[src/rtl/flms_pkg.sv]
// Shared types, constants and helper functions of the fuzzy label match scorer.
// Used by the configuration block, the window cells and the top level.
package flms_pkg;

  localparam int QBYTES        = 16;
  localparam int QUERY_MAX_DEF = 16;
  localparam int LABEL_MAX_DEF = 256;
  localparam int QLEN_W        = 5;
  localparam int APB_AW        = 5;
  localparam int APB_DW        = 64;

  localparam logic [7:0] SLASH = 8'h2F;

  localparam logic [1:0] REG_QUERY_LENGTH = 2'd0;
  localparam logic [1:0] REG_QUERY_LOW    = 2'd1;
  localparam logic [1:0] REG_QUERY_HIGH   = 2'd2;

  localparam logic [1:0] CAT_PREFIX   = 2'd0;
  localparam logic [1:0] CAT_WORD     = 2'd1;
  localparam logic [1:0] CAT_SUBSEQ   = 2'd2;

  typedef struct packed {
    logic [QLEN_W-1:0]          length;
    logic [QBYTES-1:0][7:0]     bytes;
  } query_cfg_t;

  typedef struct packed {
    logic shift;
    logic clear;
  } cell_ctrl_t;

  typedef struct packed {
    logic       use_cell;
    logic       need_mark;
    logic [7:0] exp_byte;
  } cell_rule_t;

  function automatic logic [7:0] fold(input logic [7:0] c);
    logic [7:0] r;
    r = c;
    if (c >= 8'h41 && c <= 8'h5A) begin
      r = c + 8'd32;
    end
    return r;
  endfunction

  function automatic logic is_alnum(input logic [7:0] c);
    return (c >= 8'h30 && c <= 8'h39) || (c >= 8'h41 && c <= 8'h5A) ||
           (c >= 8'h61 && c <= 8'h7A);
  endfunction

endpackage

[src/rtl/flms_cfg.sv]
// APB register block holding the query length and the sixteen query bytes.
// Depends on flms_pkg for the register codes and the configuration struct.
module flms_cfg (
  input  logic                        clk,
  input  logic                        rst,
  input  logic                        psel,
  input  logic                        penable,
  input  logic                        pwrite,
  input  logic [flms_pkg::APB_AW-1:0] paddr,
  input  logic [flms_pkg::APB_DW-1:0] pwdata,
  output logic [flms_pkg::APB_DW-1:0] prdata,
  output logic                        pready,
  output flms_pkg::query_cfg_t        cfg
);
  import flms_pkg::*;

  logic [QLEN_W-1:0] query_length;
  logic [63:0]       query_low;
  logic [63:0]       query_high;
  logic              wr;

  assign pready = 1'b1;
  assign wr     = psel && penable && pwrite && pready;

  always_ff @(posedge clk) begin
    if (rst) begin
      query_length <= '0;
      query_low    <= '0;
      query_high   <= '0;
    end else if (wr) begin
      unique case (paddr[4:3])
        REG_QUERY_LENGTH: query_length <= pwdata[QLEN_W-1:0];
        REG_QUERY_LOW:    query_low    <= pwdata;
        REG_QUERY_HIGH:   query_high   <= pwdata;
        default: ;
      endcase
    end
  end

  always_comb begin
    unique case (paddr[4:3])
      REG_QUERY_LENGTH: prdata = {{(APB_DW-QLEN_W){1'b0}}, query_length};
      REG_QUERY_LOW:    prdata = query_low;
      REG_QUERY_HIGH:   prdata = query_high;
      default:          prdata = '0;
    endcase
  end

  assign cfg.length = query_length;
  assign cfg.bytes  = {query_high, query_low};

endmodule

[src/rtl/flms_cell.sv]
// One cell of the recent-byte window: holds a folded byte and its boundary mark.
// Compares the byte it takes in against its query byte; depends on flms_pkg.
module flms_cell (
  input  logic                 clk,
  input  logic                 rst,
  input  flms_pkg::cell_ctrl_t ctrl,
  input  flms_pkg::cell_rule_t rule,
  input  logic [7:0]           in_byte,
  input  logic                 in_mark,
  input  logic                 ok_in,
  output logic [7:0]           out_byte,
  output logic                 out_mark,
  output logic                 ok_out
);
  import flms_pkg::*;

  logic own_ok;

  always_ff @(posedge clk) begin
    if (rst || ctrl.clear) begin
      out_byte <= '0;
      out_mark <= 1'b0;
    end else if (ctrl.shift) begin
      out_byte <= in_byte;
      out_mark <= in_mark;
    end
  end

  // The comparison looks at the value the cell takes in with this shift.
  assign own_ok = !rule.use_cell ||
                  ((in_byte == rule.exp_byte) && (!rule.need_mark || in_mark));
  assign ok_out = ok_in && own_ok;

endmodule

[src/rtl/fuzzy_label_match_scorer.sv]
// Top level of the fuzzy label match scorer: window cell chain, greedy tracker,
// result register. Depends on flms_pkg, flms_cfg and flms_cell.
//
// The block takes one label byte per cycle and gives one score request on each
// label's last byte, in the cycle after that byte is taken. A row of QUERY_MAX
// cells shifts the recent folded bytes and checks the word-boundary prefix in
// the same cycle, while a greedy pointer tracks the subsequence match. A single
// output register holds the score; while it waits to be taken the input stalls,
// and the next byte enters in the same cycle that the score is taken.
// The query is written over APB at byte addresses 0, 8 and 16; the user must
// write it only while no label is in flight, as the block does not enforce this.
module fuzzy_label_match_scorer #(
  parameter int QUERY_MAX = flms_pkg::QUERY_MAX_DEF,
  parameter int LABEL_MAX = flms_pkg::LABEL_MAX_DEF
) (
  input  logic                        clk,
  input  logic                        rst,
  input  logic                        s_tvalid,
  output logic                        s_tready,
  // entry_index [15:0], label_byte [23:16]
  input  logic [23:0]                 s_tdata,
  input  logic                        s_tlast,
  output logic                        m_tvalid,
  input  logic                        m_tready,
  // result_entry [15:0], start_res [23:16], span [31:24], gaps [39:32]
  output logic [39:0]                 m_tdata,
  // matched [0], category [2:1], too_long [3]
  output logic [3:0]                  m_tuser,
  input  logic                        psel,
  input  logic                        penable,
  input  logic                        pwrite,
  input  logic [flms_pkg::APB_AW-1:0] paddr,
  input  logic [flms_pkg::APB_DW-1:0] pwdata,
  output logic [flms_pkg::APB_DW-1:0] prdata,
  output logic                        pready
);
  import flms_pkg::*;

  localparam int POS_W = $clog2(LABEL_MAX + 1);
  localparam int CAP   = (LABEL_MAX - 1) > 255 ? 255 : (LABEL_MAX - 1);

  query_cfg_t        cfg;
  logic [QLEN_W-1:0] len;
  logic [7:0]        qf [QBYTES];

  flms_cfg u_cfg (
    .clk     (clk),
    .rst     (rst),
    .psel    (psel),
    .penable (penable),
    .pwrite  (pwrite),
    .paddr   (paddr),
    .pwdata  (pwdata),
    .prdata  (prdata),
    .pready  (pready),
    .cfg     (cfg)
  );

  assign len = (cfg.length > QLEN_W'(QUERY_MAX)) ? QLEN_W'(QUERY_MAX) : cfg.length;

  for (genvar k = 0; k < QBYTES; k++) begin : g_fold
    assign qf[k] = fold(cfg.bytes[k]);
  end

  logic [15:0] in_entry;
  logic [7:0]  in_byte;
  logic [7:0]  in_low;
  logic        acc;
  logic        take;
  logic        fin;

  assign in_entry = s_tdata[15:0];
  assign in_byte  = s_tdata[23:16];
  assign in_low   = fold(in_byte);
  assign s_tready = !m_tvalid || m_tready;
  assign acc      = s_tvalid && s_tready;
  assign take     = acc && !(s_tlast && (in_byte == SLASH));
  assign fin      = acc && s_tlast;

  logic             prev_alnum;
  logic [POS_W-1:0] pos;
  logic             found;
  logic             at_zero;
  logic [7:0]       wstart;
  logic             started;
  logic [7:0]       sstart;
  logic [QLEN_W-1:0] qp;
  logic [7:0]       lastpos;
  logic             too_long;

  cell_ctrl_t ctrl;
  logic [7:0] win_byte [QUERY_MAX];
  logic       win_mark [QUERY_MAX];
  logic       ok_chain [QUERY_MAX+1];

  assign ctrl.shift  = take;
  assign ctrl.clear  = fin;
  assign ok_chain[0] = 1'b1;

  for (genvar i = 0; i < QUERY_MAX; i++) begin : g_cell
    cell_rule_t        rule;
    logic [QLEN_W-1:0] qidx;
    logic [7:0]        nb;
    logic              nm;

    assign qidx           = len - QLEN_W'(1) - QLEN_W'(i);
    assign rule.use_cell  = QLEN_W'(i) < len;
    assign rule.need_mark = (QLEN_W'(i) + QLEN_W'(1)) == len;
    assign rule.exp_byte  = qf[qidx[3:0]];

    if (i == 0) begin : g_head
      assign nb = in_low;
      assign nm = !prev_alnum;
    end else begin : g_body
      assign nb = win_byte[i-1];
      assign nm = win_mark[i-1];
    end

    flms_cell u_cell (
      .clk      (clk),
      .rst      (rst),
      .ctrl     (ctrl),
      .rule     (rule),
      .in_byte  (nb),
      .in_mark  (nm),
      .ok_in    (ok_chain[i]),
      .out_byte (win_byte[i]),
      .out_mark (win_mark[i]),
      .ok_out   (ok_chain[i+1])
    );
  end

  logic [7:0]        p;
  logic [POS_W:0]    pos_inc;
  logic [POS_W:0]    len_ext;
  logic [7:0]        lenm1;
  logic              word_hit;
  logic              found_next;
  logic              at_zero_next;
  logic [7:0]        wstart_next;
  logic              started_next;
  logic [7:0]        sstart_next;
  logic [QLEN_W-1:0] qp_next;
  logic [7:0]        lastpos_next;
  logic              too_long_next;
  logic [POS_W-1:0]  pos_next;

  assign p       = (pos > POS_W'(CAP)) ? 8'(CAP) : 8'(pos);
  assign pos_inc = {1'b0, pos} + (POS_W+1)'(1);
  assign len_ext = (POS_W+1)'(len);
  assign lenm1   = 8'(len) - 8'd1;

  assign word_hit = take && (len != '0) && !found && (pos_inc >= len_ext) &&
                    ok_chain[QUERY_MAX];

  always_comb begin
    found_next    = found;
    at_zero_next  = at_zero;
    wstart_next   = wstart;
    started_next  = started;
    sstart_next   = sstart;
    qp_next       = qp;
    lastpos_next  = lastpos;
    too_long_next = too_long;
    pos_next      = pos;
    if (word_hit) begin
      found_next   = 1'b1;
      at_zero_next = (pos_inc == len_ext);
      wstart_next  = (p >= lenm1) ? (p - lenm1) : 8'd0;
    end
    if (take) begin
      if (pos >= POS_W'(LABEL_MAX)) begin
        too_long_next = 1'b1;
      end else begin
        pos_next = pos + POS_W'(1);
      end
      if (len != '0) begin
        if (!started) begin
          if (in_low == qf[0]) begin
            started_next = 1'b1;
            sstart_next  = p;
            lastpos_next = p;
            qp_next      = QLEN_W'(1);
          end
        end else if ((qp < len) && (in_low == qf[qp[3:0]])) begin
          lastpos_next = p;
          qp_next      = qp + QLEN_W'(1);
        end
      end
    end
  end

  always_ff @(posedge clk) begin
    if (rst || fin) begin
      prev_alnum <= 1'b0;
      pos        <= '0;
      found      <= 1'b0;
      at_zero    <= 1'b0;
      wstart     <= '0;
      started    <= 1'b0;
      sstart     <= '0;
      qp         <= '0;
      lastpos    <= '0;
      too_long   <= 1'b0;
    end else begin
      if (take) begin
        prev_alnum <= is_alnum(in_byte);
      end
      pos      <= pos_next;
      found    <= found_next;
      at_zero  <= at_zero_next;
      wstart   <= wstart_next;
      started  <= started_next;
      sstart   <= sstart_next;
      qp       <= qp_next;
      lastpos  <= lastpos_next;
      too_long <= too_long_next;
    end
  end

  logic       r_matched;
  logic [1:0] r_cat;
  logic [7:0] r_start;
  logic [7:0] r_span;
  logic [7:0] r_gaps;
  logic [8:0] span1;

  always_comb begin
    r_matched = 1'b0;
    r_cat     = CAT_PREFIX;
    r_start   = '0;
    r_span    = '0;
    r_gaps    = '0;
    span1     = {1'b0, lastpos_next - sstart_next} + 9'd1;
    if (len != '0) begin
      if (found_next) begin
        r_matched = 1'b1;
        if (!at_zero_next) begin
          r_cat   = CAT_WORD;
          r_start = wstart_next;
          r_span  = lenm1;
        end
      end else if (started_next && (qp_next >= len)) begin
        r_matched = 1'b1;
        r_cat     = CAT_SUBSEQ;
        r_start   = sstart_next;
        r_span    = lastpos_next - sstart_next;
        r_gaps    = (span1 > 9'(len)) ? 8'(span1 - 9'(len)) : 8'd0;
      end
    end
  end

  always_ff @(posedge clk) begin
    if (rst) begin
      m_tvalid <= 1'b0;
    end else if (fin) begin
      m_tvalid <= 1'b1;
    end else if (m_tready) begin
      m_tvalid <= 1'b0;
    end
  end

  always_ff @(posedge clk) begin
    if (fin) begin
      m_tdata <= {r_gaps, r_span, r_start, in_entry};
      m_tuser <= {too_long_next, r_cat, r_matched};
    end
  end

endmodule

[config.mk]
export PLATFORM = sky130hd
export DESIGN_NAME = fuzzy_label_match_scorer
export DESIGN_NICKNAME = d
export VERILOG_FILES = /design/src/rtl/flms_pkg.sv /design/src/rtl/flms_cfg.sv /design/src/rtl/flms_cell.sv /design/src/rtl/fuzzy_label_match_scorer.sv
export SDC_FILE = /design/constraint.sdc
export NUM_CORES = 1
export LEC_CHECK = 0
export BUFFER_PORTS_ARGS = -buffer_cell sky130_fd_sc_hd__buf_4
export CORE_MARGIN = 3
export CORE_UTILIZATION = 30
export CTS_CLUSTER_SIZE = 28
export DETAILED_ROUTE_END_ITERATION = 8
export HOLD_SLACK_MARGIN = 0.02
export SYNTH_ARGS = -nofsm -noshare
export SYNTH_HDL_FRONTEND = slang
export SYNTH_SLANG_ARGS = --single-unit
[constraint.sdc]
create_clock -name clk -period 16.15 [get_ports clk]
set_input_delay 1.615 -clock clk [delete_from_list [all_inputs] [get_ports clk]]
set_output_delay 1.615 -clock clk [all_outputs]
set_load 0.03 [all_outputs]
==> metrics <==
First-pass DRT Iterations 8; GRT overflow 0; TritonCTS clock tree yes; largest net degree at the start of global routing 93; CP max stage delay 0.95 ns; H-Tree Depth 2; CTS sink cnt 356; antenna violations before repair 1; Final Hold Vio Count 0; DP HPWL 92,000 um; number of buffers created by CTS 42; remaining antenna violation count 0; status finished, final reports clean; worst hold-check path type flip-flop to flip-flop; first-pass GRT wire length 181,000 um; CTS resizes 0; sequential-to-total area share from yosys stat 0.263; RSZ-0062 raised after global routing no; Setup WS post-layout 7.59 ns; library cells used by synthesis 104; Rel. slew slack 0.125; Worst setup SP type flip-flop; CP Max Fanout 41; GPL Wtd Cong 1.01; commonest non-fill, non-tap cell in the layout nand2_1; largest delay contributor family on the critical path simple AND/OR/NAND/NOR gates; FF+latch count, synth 356; Worst VDD drop 0.0000733 V; syn_area_per_cell 8.42 um^2; post-synth net total 3,592; CP max stage cell ha_2; initial drt markers 4,050; vias per inst 5.96; Async SR Flop Fraction 0; Reg clk slew, reported paths 0.06 ns; critical path cell sequence buf_4 -> nand2b_4 -> ha_2 -> buf_4 -> inv_2 -> ha_1 -> inv_1 -> nand4_1 -> nand2_2 -> mux2i_1 -> a32oi_1 -> a21oi_1 -> nor4_1 -> nand4_1 -> or4_1 -> a2111o_1 -> nor3_4 -> a21bo_2 -> inv_2 -> a22o_1; Core ar. 95,200 um^2; max cap viols 0; fin cells 4,716; Synth Cell Area 28,800 um^2; CP bufs+invs 5; Final Cell Area 32,700 um^2; hold_buf cts 0; Starting Density 0.303; Inst Count DP 4,638; number of remaining DRC errors 0; die footprint 99,700 um^2; largest area contributor in the netlist dfxtp_1; DIE HEIGHT 316 um; post-synthesis instance total 3,421; max-slew violations 0; WL/cell 26.8 um; R2R Setup Slk 7.59 ns; PD cells 69.0 nW/um^2; Max Clock Freq 0.117 GHz; aggregate routed wire length 126,000 um; top_reg_cell synth dfxtp_1; Final Cycle Share 0.530; Worst Tran Pin Value 1.30 ns; GRT Util Overall 0.245; Die W 316 um; worst endpoint required time 16.48 ns; nets@finish 3,588; IO Port Bufs 207; Critical Path AT 8.89 ns; final-report setup violation count 0; Synth warnings 0; row count 113; DR vias 28,100; kind of critical path flip-flop to flip-flop; Worst-Skew Late Latency 0.61 ns; # Post-CTS Setup Buffers 0; clock buffer depth 3; EDFF count, synth 44; dpl ws 7.76 ns; fill cell count 9,841; min Tclk post-route 8.56 ns; Setup crit end kind flip-flop; Area Growth Syn to Fin 13.4%; Power Total 2250 uW; share of post-route cells with drive strength above 1 0.182; final setup TNS 0 ns; clk root buf clkbuf_16; dpl cell area 31,300 um^2; Clock Skew 0.0313 ns; vias in the first global route 25,500; LEAKAGE 0.0122 uW; most frequent cells in the layout nand2_1 (705), a21oi_1 (345), dfxtp_1 (310); area share of the largest cell type after synthesis 0.217; top post-synthesis cells by area dfxtp_1 (22%), mux4_2 (14%), nand2_1 (9.2%), mux2i_1 (8.0%), a21oi_1 (6.0%); # IOs 212
worst reg2reg max path, cell delays in order (launching register included):
cell and delay (ns):
dfxtp_2 0.31, buf_4 0.54, nand2b_4 0.48, ha_2 0.97
buf_4 0.56, inv_2 0.08, ha_1 0.27, inv_1 0.18
nand4_1 0.37, nand2_2 0.89, mux2i_1 0.21, a32oi_1 0.52
a21oi_1 0.14, nor4_1 0.43, nand4_1 0.26, or4_1 0.46
a2111o_1 0.47, nor3_4 0.34, a21bo_2 0.43, inv_2 0.12
a22o_1 0.25
stage by stage:
| step | utilization | hold WS [ns] |
|---|---|---|
| final | 0.343 | 0.467 |
| after global routing | 0.343 | 0.480 |
| after CTS | 0.343 | 0.463 |
| after detailed placement | 0.328 | 0.455 |
| after global placement | 0.328 | 0.449 |
| after floorplan | - | 0.436 |
layer usage:
| metal | vias to the layer above | global-route usage | part of all wire |
|---|---|---|---|
| li1 | 12400 | - | - |
| met1 | 13600 | 0.330 | 0.40 |
| met2 | 1774 | 0.357 | 0.41 |
| met3 | 324 | 0.0731 | 0.13 |
| met4 | 2 | 0.118 | 0.058 |
| met5 | - | 0 | 0.00010 |
where the power goes:
part,switching [uW],internal [uW]
logic,222,114
clock network,416,579
registers,16.5,907
total,654,1600
final timing paths:
kind | cells after the start | end | from
setup / recovery | 20 | m_tdata[27] | u_cfg.query_length[1]
hold / removal | 2 | g_cell[14].u_cell.out_mark | g_cell[14].u_cell.out_mark
setup reg to reg | 20 | m_tdata[27] | u_cfg.query_length[1]
hold reg to reg | 2 | g_cell[14].u_cell.out_mark | g_cell[14].u_cell.out_mark
registers in the layout (all words and copies together), names as in the netlist, 8 cells and up:
name                    cells
g_cell.u_cell.out_byte    120
g_cell.u_cell.out_mark     15
lastpos                     8
m_tdata                    40
pos                         9
sstart                      8
u_cfg.query_high           64
u_cfg.query_low            64
wstart                      8
cells by family (layout without fill, tap and decap cells):
group	count (synthesis)	after routing	share of synthesized area
other	1	2	0.000130
multiplexers	438	438	0.232
flip-flops	356	356	0.263
XOR/XNOR	182	182	0.0577
AO/OA/AOI/OAI	791	791	0.178
buffers and inverters	386	415	0.0551
adder cells (fa/ha/maj)	70	70	0.0312
AND/OR/NAND/NOR	1197	1197	0.183
synthesized netlist by cell type, types with 12 or more instances:
master	number
buf_2	42
mux4_2	178
o21ai_0	77
nand3_1	60
ha_1	67
and2_1	13
o22ai_1	24
nand2_1	705
or3_1	14
a21oi_1	345
nor2b_1	29
nor3_1	62
a221oi_1	15
a22o_1	62
xnor2_1	107
nor2_1	159
edfxtp_1	44
a22oi_1	26
dfxtp_1	312
and3_1	32
clkbuf_1	234
mux2i_1	231
o211ai_1	13
a21o_1	24
nand2b_1	15
or2_2	12
mux2_2	24
nor4_1	27
nand4_1	28
a211oi_1	24
a31oi_1	37
xor2_1	70
buf_1	35
inv_1	52
layout make-up:
cell class | instances | area [um^2] | share of cell area
Timing Repair Buffer | 278 | 2110 | 0.0647
Inverter | 60 | 240 | 0.00735
Clock inverter | 16 | 185 | 0.00567
Multi-Input combinational cell | 2679 | 19700 | 0.605
Clock buffer | 61 | 1220 | 0.0375
Sequential cell | 356 | 7570 | 0.232
Tap cell | 1265 | 1580 | 0.0485
Antenna cell | 1 | 2.50 | 0.0000766
Note: power is estimated with default switching activity, not from simulation.
